[config.mk]
export PLATFORM = sky130hd
export DESIGN_NAME = contiguous_segment_allocator
export DESIGN_NICKNAME = d
export VERILOG_FILES = /design/src/rtl/csa_pkg.sv /design/src/rtl/contiguous_segment_allocator.sv
export SDC_FILE = /design/constraint.sdc
export NUM_CORES = 2
export LEC_CHECK = 0
export ABC_CLOCK_PERIOD_IN_PS = 34500
export BUFFER_PORTS_ARGS = -buffer_cell sky130_fd_sc_hd__buf_2
export CORE_MARGIN = 2
export CORE_UTILIZATION = 65
export DETAILED_ROUTE_END_ITERATION = 8
export HOLD_SLACK_MARGIN = 0.05
export PLACE_DENSITY = 0.93
export SKIP_CTS_REPAIR_TIMING = 1
export SYNTH_ARGS = -nofsm -noshare
export SYNTH_HDL_FRONTEND = slang
export SYNTH_SLANG_ARGS = --single-unit
[constraint.sdc]
create_clock -name clk -period 34.5 [get_ports clk]
set_input_delay 6.9 -clock clk [delete_from_list [all_inputs] [get_ports clk]]
set_output_delay 6.9 -clock clk [all_outputs]
set_load 0.05 [all_outputs]
[src/rtl/csa_pkg.sv]
// Constants, codes and state type for the contiguous segment allocator.
// No dependencies.
`default_nettype none
package csa_pkg;
    localparam int MAX_SEG = 16;
    localparam int IDX_W   = $clog2(MAX_SEG);
    localparam int CNT_W   = IDX_W + 1;
    localparam int ADDR_W  = 20;
    localparam int OWN_W   = 8;
    localparam int SIZE_W  = ADDR_W + 1;

    localparam logic [SIZE_W-1:0] MEM_LIMIT = SIZE_W'(1) << ADDR_W;

    localparam logic [1:0] MODE_REQUEST = 2'd0;
    localparam logic [1:0] MODE_RELEASE = 2'd1;
    localparam logic [1:0] MODE_COMPACT = 2'd2;

    localparam logic [1:0] FIT_FIRST = 2'd0;
    localparam logic [1:0] FIT_BEST  = 2'd1;
    localparam logic [1:0] FIT_WORST = 2'd2;

    localparam logic [2:0] ST_OK          = 3'd0;
    localparam logic [2:0] ST_BAD_POLICY  = 3'd1;
    localparam logic [2:0] ST_NO_HOLE     = 3'd2;
    localparam logic [2:0] ST_NO_RELEASE  = 3'd3;
    localparam logic [2:0] ST_TABLE_FULL  = 3'd4;
    localparam logic [2:0] ST_BAD_SIZE    = 3'd5;

    typedef enum logic [8:0] {
        S_IDLE    = 9'b000000001,
        S_SCAN    = 9'b000000010,
        S_SHIFT   = 9'b000000100,
        S_SPLIT   = 9'b000001000,
        S_GRANT   = 9'b000010000,
        S_MERGE   = 9'b000100000,
        S_COMPACT = 9'b001000000,
        S_TAIL    = 9'b010000000,
        S_DONE    = 9'b100000000
    } seq_state_t;
endpackage
`default_nettype wire

[src/rtl/contiguous_segment_allocator.sv]
// Contiguous segment allocator: segment table, sequencer and result register.
// Depends on csa_pkg.
`default_nettype none
// Usage:
//   s_axis carries one operation per item (request, release or compact).
//   m_axis returns exactly one result item per operation.
//   cfg_we with cfg_wdata sets the managed size and puts the table back to
//   one free segment; write it only while the block is idle.
// Flow:
//   One operation is worked on at a time; s_axis_tready is low meanwhile.
//   A request scans the table; if the hole is larger than asked it shifts
//   entries up to open a slot and writes the split-off free entry, then
//   writes the granted entry. A split needs a free slot. Release takes
//   one pass over the table; compact takes one pass plus the free tail.
//   Requests with a bad policy or size go straight to the result. The
//   table has a single read/write port, and one pass counter steps it.
// Reset:
//   rst_n clears the table to one free segment of 2^20 bytes.
// Stall:
//   A finished result holds in the output register until taken; the next
//   item is accepted meanwhile, and its result waits behind the first.
module contiguous_segment_allocator
    import csa_pkg::*;
(
    input  wire logic        clk,
    input  wire logic        rst_n,
    input  wire logic        cfg_we,
    input  wire logic [20:0] cfg_wdata,
    input  wire logic        s_axis_tvalid,
    output logic             s_axis_tready,
    // [1:0] mode, [9:2] owner_id, [30:10] request_size, [32:31] fit_policy
    input  wire logic [39:0] s_axis_tdata,
    output logic             m_axis_tvalid,
    input  wire logic        m_axis_tready,
    // [2:0] status, [22:3] alloc_base, [27:23] segments_in_use
    output logic [31:0]      m_axis_tdata
);
    seq_state_t state_reg, state_next;

    logic [ADDR_W-1:0] seg_start_reg [MAX_SEG];
    logic [ADDR_W-1:0] seg_end_reg   [MAX_SEG];
    logic [OWN_W-1:0]  seg_owner_reg [MAX_SEG];
    logic [MAX_SEG-1:0] seg_used_reg;
    logic [CNT_W-1:0]  count_reg, count_next;
    logic [SIZE_W-1:0] mem_size_reg;

    logic [1:0]        mode_reg;
    logic [OWN_W-1:0]  own_reg;
    logic [SIZE_W-1:0] size_reg;
    logic [1:0]        pol_reg;

    logic [CNT_W-1:0]  idx_reg, idx_next;
    logic [CNT_W-1:0]  w_reg, w_next;
    logic [IDX_W-1:0]  pick_reg, pick_next;
    logic [ADDR_W-1:0] pick_start_reg, pick_start_next;
    logic [SIZE_W-1:0] best_reg, best_next;
    logic              found_reg, found_next;
    logic              prev_used_reg, prev_used_next;
    logic              freed_reg, freed_next;
    logic [SIZE_W-1:0] next_addr_reg, next_addr_next;
    logic [2:0]        res_status_reg, res_status_next;
    logic [ADDR_W-1:0] res_base_reg, res_base_next;

    logic              out_valid_reg;
    logic [2:0]        out_status_reg;
    logic [ADDR_W-1:0] out_base_reg;
    logic [CNT_W-1:0]  out_count_reg;

    logic [IDX_W-1:0]  rd_idx;
    logic [ADDR_W-1:0] rd_start, rd_end;
    logic [OWN_W-1:0]  rd_owner;
    logic              rd_used;
    logic [SIZE_W-1:0] rd_len;
    logic [ADDR_W-1:0] rd_span;

    logic              wr_se, wr_ee, wr_oe, wr_ue;
    logic [IDX_W-1:0]  wr_idx;
    logic [ADDR_W-1:0] wr_start, wr_end;
    logic [OWN_W-1:0]  wr_owner;
    logic              wr_used;

    logic              in_fire;
    logic              out_free;
    logic [SIZE_W-1:0] cfg_sat;
    logic              cand, take, u_eff;
    logic [CNT_W-1:0]  pick_ext;

    assign in_fire  = s_axis_tvalid && s_axis_tready;
    assign out_free = !out_valid_reg || m_axis_tready;
    assign s_axis_tready = (state_reg == S_IDLE);
    assign m_axis_tvalid = out_valid_reg;
    assign m_axis_tdata  = {4'd0, out_count_reg, out_base_reg, out_status_reg};

    assign cfg_sat = (cfg_wdata == '0) ? SIZE_W'(1) :
                     (cfg_wdata > MEM_LIMIT) ? MEM_LIMIT : cfg_wdata;

    assign pick_ext = {1'b0, pick_reg};
    assign rd_idx   = (state_reg == S_SHIFT) ? IDX_W'(idx_reg - 1'b1) : idx_reg[IDX_W-1:0];
    assign rd_start = seg_start_reg[rd_idx];
    assign rd_end   = seg_end_reg[rd_idx];
    assign rd_owner = seg_owner_reg[rd_idx];
    assign rd_used  = seg_used_reg[rd_idx];
    assign rd_span  = rd_end - rd_start;
    assign rd_len   = {1'b0, rd_span} + SIZE_W'(1);

    always_comb
    begin
        state_next      = state_reg;
        count_next      = count_reg;
        idx_next        = idx_reg;
        w_next          = w_reg;
        pick_next       = pick_reg;
        pick_start_next = pick_start_reg;
        best_next       = best_reg;
        found_next      = found_reg;
        prev_used_next  = prev_used_reg;
        freed_next      = freed_reg;
        next_addr_next  = next_addr_reg;
        res_status_next = res_status_reg;
        res_base_next   = res_base_reg;
        wr_se = 1'b0; wr_ee = 1'b0; wr_oe = 1'b0; wr_ue = 1'b0;
        wr_idx   = idx_reg[IDX_W-1:0];
        wr_start = rd_start;
        wr_end   = rd_end;
        wr_owner = rd_owner;
        wr_used  = rd_used;
        cand  = !rd_used && (rd_len >= size_reg);
        take  = 1'b0;
        u_eff = rd_used && (rd_owner != own_reg);
        unique case (state_reg)
            S_IDLE:
            begin
                if (in_fire)
                begin
                    idx_next        = '0;
                    w_next          = '0;
                    found_next      = 1'b0;
                    freed_next      = 1'b0;
                    prev_used_next  = 1'b0;
                    next_addr_next  = '0;
                    res_status_next = ST_OK;
                    res_base_next   = '0;
                    unique case (s_axis_tdata[1:0])
                        MODE_REQUEST:
                        begin
                            if (s_axis_tdata[32:31] > FIT_WORST)
                            begin
                                res_status_next = ST_BAD_POLICY;
                                state_next      = S_DONE;
                            end
                            else if (s_axis_tdata[30:10] == '0)
                            begin
                                res_status_next = ST_BAD_SIZE;
                                state_next      = S_DONE;
                            end
                            else
                            begin
                                state_next = S_SCAN;
                            end
                        end
                        MODE_RELEASE: state_next = S_MERGE;
                        MODE_COMPACT: state_next = S_COMPACT;
                        default:      state_next = S_DONE;
                    endcase
                end
            end
            S_SCAN:
            begin
                if (idx_reg < count_reg)
                begin
                    priority if (pol_reg == FIT_FIRST)
                        take = cand && !found_reg;
                    else if (pol_reg == FIT_BEST)
                        take = cand && (!found_reg || rd_len < best_reg);
                    else
                        take = cand && (!found_reg || rd_len > best_reg);
                    if (take)
                    begin
                        found_next      = 1'b1;
                        pick_next       = idx_reg[IDX_W-1:0];
                        pick_start_next = rd_start;
                        best_next       = rd_len;
                    end
                    idx_next = idx_reg + 1'b1;
                end
                else if (!found_reg)
                begin
                    res_status_next = ST_NO_HOLE;
                    state_next      = S_DONE;
                end
                else if (best_reg != size_reg)
                begin
                    if (count_reg >= CNT_W'(MAX_SEG))
                    begin
                        res_status_next = ST_TABLE_FULL;
                        state_next      = S_DONE;
                    end
                    else
                    begin
                        idx_next   = count_reg;
                        state_next = S_SHIFT;
                    end
                end
                else
                begin
                    state_next = S_GRANT;
                end
            end
            S_SHIFT:
            begin
                if (idx_reg > pick_ext + 1'b1)
                begin
                    wr_se = 1'b1; wr_ee = 1'b1; wr_oe = 1'b1; wr_ue = 1'b1;
                    idx_next = idx_reg - 1'b1;
                end
                else
                begin
                    state_next = S_SPLIT;
                end
            end
            S_SPLIT:
            begin
                wr_se = 1'b1; wr_ee = 1'b1; wr_oe = 1'b1; wr_ue = 1'b1;
                wr_idx   = IDX_W'(pick_ext + 1'b1);
                wr_start = pick_start_reg + size_reg[ADDR_W-1:0];
                wr_end   = pick_start_reg + best_reg[ADDR_W-1:0] - 1'b1;
                wr_owner = '0;
                wr_used  = 1'b0;
                count_next = count_reg + 1'b1;
                state_next = S_GRANT;
            end
            S_GRANT:
            begin
                wr_ee = 1'b1; wr_oe = 1'b1; wr_ue = 1'b1;
                wr_idx   = pick_reg;
                wr_end   = pick_start_reg + size_reg[ADDR_W-1:0] - 1'b1;
                wr_owner = own_reg;
                wr_used  = 1'b1;
                res_status_next = ST_OK;
                res_base_next   = pick_start_reg;
                state_next      = S_DONE;
            end
            S_MERGE:
            begin
                if (idx_reg < count_reg)
                begin
                    if (rd_used && !u_eff)
                        freed_next = 1'b1;
                    if (w_reg != '0 && !u_eff && !prev_used_reg)
                    begin
                        wr_ee  = 1'b1;
                        wr_idx = IDX_W'(w_reg - 1'b1);
                    end
                    else
                    begin
                        wr_se = 1'b1; wr_ee = 1'b1; wr_oe = 1'b1; wr_ue = 1'b1;
                        wr_idx  = w_reg[IDX_W-1:0];
                        wr_used = u_eff;
                        w_next  = w_reg + 1'b1;
                        prev_used_next = u_eff;
                    end
                    idx_next = idx_reg + 1'b1;
                end
                else
                begin
                    count_next      = w_reg;
                    res_status_next = freed_reg ? ST_OK : ST_NO_RELEASE;
                    state_next      = S_DONE;
                end
            end
            S_COMPACT:
            begin
                if (idx_reg < count_reg)
                begin
                    if (rd_used)
                    begin
                        wr_se = 1'b1; wr_ee = 1'b1; wr_oe = 1'b1; wr_ue = 1'b1;
                        wr_idx   = w_reg[IDX_W-1:0];
                        wr_start = next_addr_reg[ADDR_W-1:0];
                        wr_end   = next_addr_reg[ADDR_W-1:0] + rd_span;
                        wr_used  = 1'b1;
                        next_addr_next = next_addr_reg + rd_len;
                        w_next = w_reg + 1'b1;
                    end
                    idx_next = idx_reg + 1'b1;
                end
                else
                begin
                    state_next = S_TAIL;
                end
            end
            S_TAIL:
            begin
                count_next = w_reg;
                if (next_addr_reg < mem_size_reg && w_reg < CNT_W'(MAX_SEG))
                begin
                    wr_se = 1'b1; wr_ee = 1'b1; wr_oe = 1'b1; wr_ue = 1'b1;
                    wr_idx   = w_reg[IDX_W-1:0];
                    wr_start = next_addr_reg[ADDR_W-1:0];
                    wr_end   = ADDR_W'(mem_size_reg - 1'b1);
                    wr_owner = '0;
                    wr_used  = 1'b0;
                    count_next = w_reg + 1'b1;
                end
                res_status_next = ST_OK;
                state_next      = S_DONE;
            end
            S_DONE:
            begin
                if (out_free)
                    state_next = S_IDLE;
            end
            default: state_next = S_IDLE;
        endcase
    end

    always_ff @(posedge clk or negedge rst_n)
    begin
        if (!rst_n)
        begin
            state_reg     <= S_IDLE;
            count_reg     <= CNT_W'(1);
            mem_size_reg  <= MEM_LIMIT;
            seg_used_reg  <= '0;
            out_valid_reg <= 1'b0;
            for (int i = 0; i < MAX_SEG; i++)
            begin
                seg_start_reg[i] <= '0;
                seg_end_reg[i]   <= '0;
            end
            seg_end_reg[0] <= ADDR_W'(MEM_LIMIT - 1'b1);
        end
        else
        begin
            state_reg <= state_next;
            if (cfg_we)
            begin
                mem_size_reg     <= cfg_sat;
                count_reg        <= CNT_W'(1);
                seg_used_reg     <= '0;
                seg_start_reg[0] <= '0;
                seg_end_reg[0]   <= ADDR_W'(cfg_sat - 1'b1);
            end
            else
            begin
                count_reg <= count_next;
                if (wr_se)
                    seg_start_reg[wr_idx] <= wr_start;
                if (wr_ee)
                    seg_end_reg[wr_idx] <= wr_end;
                if (wr_ue)
                    seg_used_reg[wr_idx] <= wr_used;
            end
            if (state_reg == S_DONE && out_free)
                out_valid_reg <= 1'b1;
            else if (m_axis_tready)
                out_valid_reg <= 1'b0;
        end
    end

    always_ff @(posedge clk)
    begin
        if (wr_oe && !cfg_we)
            seg_owner_reg[wr_idx] <= wr_owner;
        if (in_fire)
        begin
            mode_reg <= s_axis_tdata[1:0];
            own_reg  <= s_axis_tdata[9:2];
            size_reg <= s_axis_tdata[30:10];
            pol_reg  <= s_axis_tdata[32:31];
        end
        idx_reg        <= idx_next;
        w_reg          <= w_next;
        pick_reg       <= pick_next;
        pick_start_reg <= pick_start_next;
        best_reg       <= best_next;
        found_reg      <= found_next;
        prev_used_reg  <= prev_used_next;
        freed_reg      <= freed_next;
        next_addr_reg  <= next_addr_next;
        res_status_reg <= res_status_next;
        res_base_reg   <= (mode_reg == MODE_REQUEST || state_reg == S_IDLE) ?
                          res_base_next : '0;
        if (state_reg == S_DONE && out_free)
        begin
            out_status_reg <= res_status_reg;
            out_base_reg   <= res_base_reg;
            out_count_reg  <= count_reg;
        end
    end
endmodule
`default_nettype wire

==> impl_metrics.csv <==
group,metric,value,unit
power,p_leak,25.5,nW
synthesis,yosysSeqAreaShare,0.488,
drt,drt_first_iter_violations,5562,
critical_path,worst_path_arrival,11.98,ns
clocking,cts.sink_count,983,
global_routing,pin_count_of_the_biggest_net_entering_global_routing,188,
synthesis,synth_edf_count,271,
power,vdd_ir_drop_max,0.0592,mV
drt,route.vias.total,39198,
placed_design,dp_cells,5239,
floorplanning,core.rowCount,104,
critical_path,path_delay_family,"simple AND/OR/NAND/NOR gates",
synthesis,mappedNetlistArea,53000,sq um
critical_path,startpoint_type,"flip-flop",
power,p_clk_frac,0.210,
drt,wl_met1,55.7,mm
finish,layout-area-overhead-vs-synth,8.94,%
global_routing,grt_pass1_vias,40368,
placed_design,portBuffers,88,
min_path,min_path_cells,0,
clocking,insertion_delay,0.70,ns
critical_path,critical_path.n_buffers_inverters,4,
clocking,number_of_buffers_created_by_cts,98,
clocking,cts_tree,"done",
synthesis,synth_largest_area_cell,"sky130_fd_sc_hd__dfrtp_1",
global_routing,groute.usage.overall,0.385,
drt,length_of_routed_met3_wiring,19.2,mm
sta,worst_relative_slew_slack,-0.0212,
critical_path,crit_fanout,46,
clocking,cts_root_buf,"sky130_fd_sc_hd__clkbuf_16",
finish,layout-drive-gt1-share,0.275,
sta,final_min_period_over_clock_period,0.335,
synthesis,netlist_top_cells_area,"sky130_fd_sc_hd__dfrtp_1 (32%), sky130_fd_sc_hd__edfxtp_1 (15%), sky130_fd_sc_hd__mux2_2 (9.1%)",
critical_path,critical-path-slowest-cell,"sky130_fd_sc_hd__buf_4",
synthesis,yosys.area.top_type_share,0.316,
sta,timing.clock.skew,0.0473,ns
power,power.total,0.00553,W
sta,timing.fmax,0.0864,GHz
clocking,max-clock-path-buffers,3,
critical_path,required,34.91,ns
global_routing,grt_antenna_before_repair,8,
status,failing_checks,"max-capacitance violations, max-slew violations",
critical_path,r2r_end,"found_reg$_DFFE_PP_",
sta,setup_viol,0,
critical_path,worstSetupStartpoint,"state_reg[6]$_DFFE_PN0P_",
synthesis,asyncSetResetFlopFracSynth,0.704,
power,sequentialPowerShare,0.262,
sta,final_critical_path_setup_slack,22.93,ns
synthesis,yosys_warnings,0,
critical_path,end_kind,"flip-flop",
power,netSwitchingPower,0.00246,W
power,power.density_cell_area,95.7,nW/um^2
floorplanning,boundaryPins,100,
drt,highest_layer,"met5",
floorplanning,floorplan.die.width,290,um
synthesis,ys_dominant_reg_cell,"sky130_fd_sc_hd__dfrtp_1",
drt,post_detailed_routing_wire_length,161,mm
drt,drt_drc_violations_left,0,
placed_design,place_congestion,1.01,
min_path,timing.hold.worst.class,"flip-flop to flip-flop",
drt,drt_pre_antenna_iters,6,
placed_design,place_worst_setup_slack,23.24,ns
clocking,path_clk_slew,0.06,ns
synthesis,yosys_register_bits,983,
synthesis,synthesis.instances,4259,
sta,finalMaxSlewViolations,4,
floorplanning,coreArea,80700,sq um
floorplanning,fp.dieArea,83900,sq um
critical_path,crit_path_end,"found_reg$_DFFE_PP_",
floorplanning,die_height,290,um
drt,antenna_left,0,
power,pwr-share-comb,0.528,
sta,rsz0062_at_grt,"false",
floorplanning,initial_core_util,0.657,
synthesis,postSynthAreaPerCell,12.4,sq um
sta,tightestPinTransition,1.52,ns
critical_path,crit_path_max_incr_delay,0.77,ns
sta,finalWorstPathRequiredPeriod,11.57,ns
global_routing,total_overflow_reported_by_the_global_router,0,
critical_path,worst_r2r_path_depth,31,
status,status,"finished with violations",
finish,finalCoreUtilization,0.716,
run,cap_viol_max_count,1,
sta,hold_viol_final,0,
power,power.switching_fraction,0.444,
power,p_int,0.00307,W
drt,routed_via_density,7.22,
clocking,h_tree_depth,3,
sta,setup_tns_after_final_layout,0,ns
finish,finalNetCount,4550,
critical_path,path_class,"flip-flop to flip-flop",
global_routing,grt_first_pass_wirelength,243,mm
finish,finalNonFillerCells,5429,
critical_path,rr_startpoint,"state_reg[6]$_DFFE_PN0P_",
synthesis,synth.lib_cells_used.distinct,89,
critical_path,r2r_slack,22.93,ns
critical_path,worst-path-stages,31,
drt,route.met2.wl,72.7,mm
drt,detail_route.wl_per_cell,29.6,um
placed_design,place_hpwl,101,mm
[how the worst min path moves through the flow]
stage	to	slack, ns	from
2_1_floorplan	out_status_reg[0]$_DFFE_PP_	0.40	res_status_reg[0]$_DFFE_PP_
4_1_cts	out_base_reg[6]$_DFFE_PP_	0.41	res_base_reg[6]$_SDFFE_PN0P_
5_1_grt	out_status_reg[1]$_DFFE_PP_	0.43	res_status_reg[1]$_SDFFCE_PP0P_
3_5_place_dp	out_status_reg[1]$_DFFE_PP_	0.41	res_status_reg[1]$_SDFFCE_PP0P_
3_3_place_gp	out_status_reg[2]$_DFFE_PP_	0.40	res_status_reg[2]$_DFFE_PP_
6_report	out_status_reg[2]$_DFFE_PP_	0.42	res_status_reg[2]$_DFFE_PP_
[power by group through the flow]
stage	Sequential (W)	Combinational, W	Clock (W)
after floorplan	0.00144	0.00201	0
after global placement	0.00145	0.00266	0
after detailed placement	0.00146	0.00275	0
after CTS	0.00144	0.00280	0.00116
after global routing	0.00145	0.00311	0.00121
final	0.00145	0.00292	0.00116
[worst register-to-register path, delay by kind of cell, from the launching register on]
family | cells | cell delay (ns)
compound gates | 9 | 2.60
xor+xnor | 2 | 0.89
fa+ha+maj | 3 | 1.38
buf+inv | 4 | 2.39
flops | 1 | 0.51
mux | 1 | 0.40
simple gates | 12 | 3.11
[kinds of logic (layout without fill, tap and decap cells)]
family	after synthesis	after routing	synth area share
other	1	7	0.0000707
flip-flops	983	983	0.488
XOR/XNOR	178	178	0.0295
AO/OA/AOI/OAI	686	686	0.0850
AND/OR/NAND/NOR	948	948	0.0856
multiplexers	802	802	0.223
adder cells (fa/ha/maj)	203	203	0.0486
buffers and inverters	458	562	0.0401
[layout by cell type (no fill, tap or decap), types with 96 or more instances in the layout]
cell type	count
sky130_fd_sc_hd__ha_1	197
sky130_fd_sc_hd__dfrtp_1	669
sky130_fd_sc_hd__clkbuf_16	98
sky130_fd_sc_hd__mux2_2	430
sky130_fd_sc_hd__edfxtp_1	271
sky130_fd_sc_hd__o21ai_0	126
sky130_fd_sc_hd__inv_1	207
sky130_fd_sc_hd__nor2_1	189
sky130_fd_sc_hd__mux2_4	158
sky130_fd_sc_hd__a21oi_1	166
sky130_fd_sc_hd__nand2_1	350
sky130_fd_sc_hd__mux4_2	195
sky130_fd_sc_hd__nand3_1	98
sky130_fd_sc_hd__xnor2_1	96
[final cells by class]
class,count,area (sq um)
Clock buffer,127,2700
Tap cell,1060,1330
Clock inverter,58,792
Timing Repair Buffer,167,1060
Fill cell,4734,22900
Antenna cell,3,7.51
Inverter,210,788
Multi-Input combinational cell,2821,25200
Sequential cell,983,25900
[Yosys cell counts (9+ instances only)]
cell type                  count
sky130_fd_sc_hd__buf_2        56
sky130_fd_sc_hd__nand2b_1     22
sky130_fd_sc_hd__nor2b_1      31
sky130_fd_sc_hd__a21o_1       52
sky130_fd_sc_hd__mux2_1       18
sky130_fd_sc_hd__or2_2        11
sky130_fd_sc_hd__and3_1       59
sky130_fd_sc_hd__mux2_2      430
sky130_fd_sc_hd__inv_1       207
sky130_fd_sc_hd__edfxtp_1    271
sky130_fd_sc_hd__or3_1        14
sky130_fd_sc_hd__xor2_1       79
sky130_fd_sc_hd__o211ai_1     37
sky130_fd_sc_hd__o21ai_0     131
sky130_fd_sc_hd__nand3_1      98
sky130_fd_sc_hd__o31ai_1      28
sky130_fd_sc_hd__a21oi_1     169
sky130_fd_sc_hd__a211oi_1     14
sky130_fd_sc_hd__nor4_1       31
sky130_fd_sc_hd__buf_1        29
sky130_fd_sc_hd__xnor2_1      98
sky130_fd_sc_hd__dfstp_2      23
sky130_fd_sc_hd__ha_1        198
sky130_fd_sc_hd__o22ai_1       9
sky130_fd_sc_hd__dfxtp_1      20
sky130_fd_sc_hd__nand4_1      28
sky130_fd_sc_hd__buf_4        15
sky130_fd_sc_hd__o21a_1       32
sky130_fd_sc_hd__buf_12       14
sky130_fd_sc_hd__a221o_1      16
sky130_fd_sc_hd__a22o_1       22
sky130_fd_sc_hd__nand2_1     350
sky130_fd_sc_hd__nor3_1       45
sky130_fd_sc_hd__a22oi_1      34
sky130_fd_sc_hd__mux4_2      195
sky130_fd_sc_hd__clkbuf_1    127
sky130_fd_sc_hd__mux2_4      158
sky130_fd_sc_hd__nor2_1      209
sky130_fd_sc_hd__dfrtp_1     669
sky130_fd_sc_hd__a31oi_1      51
sky130_fd_sc_hd__o21bai_1     15
[through the flow]
stage                     hold slack, ns  instance area [sq um]
final                              0.424                  57800
after global routing               0.429                  57800
after CTS                          0.413                  57700
after detailed placement           0.406                  54200
after global placement             0.402                  54200
after floorplan                    0.400                  53000
[metal layers]
metal / GRT usage / vias up
met4: 0.266 / 14
li1: - / 15678
met3: 0.112 / 960
met1: 0.475 / 19370
met5: 0 / -
met2: 0.589 / 3176
(Power assumes the default switching activity.)
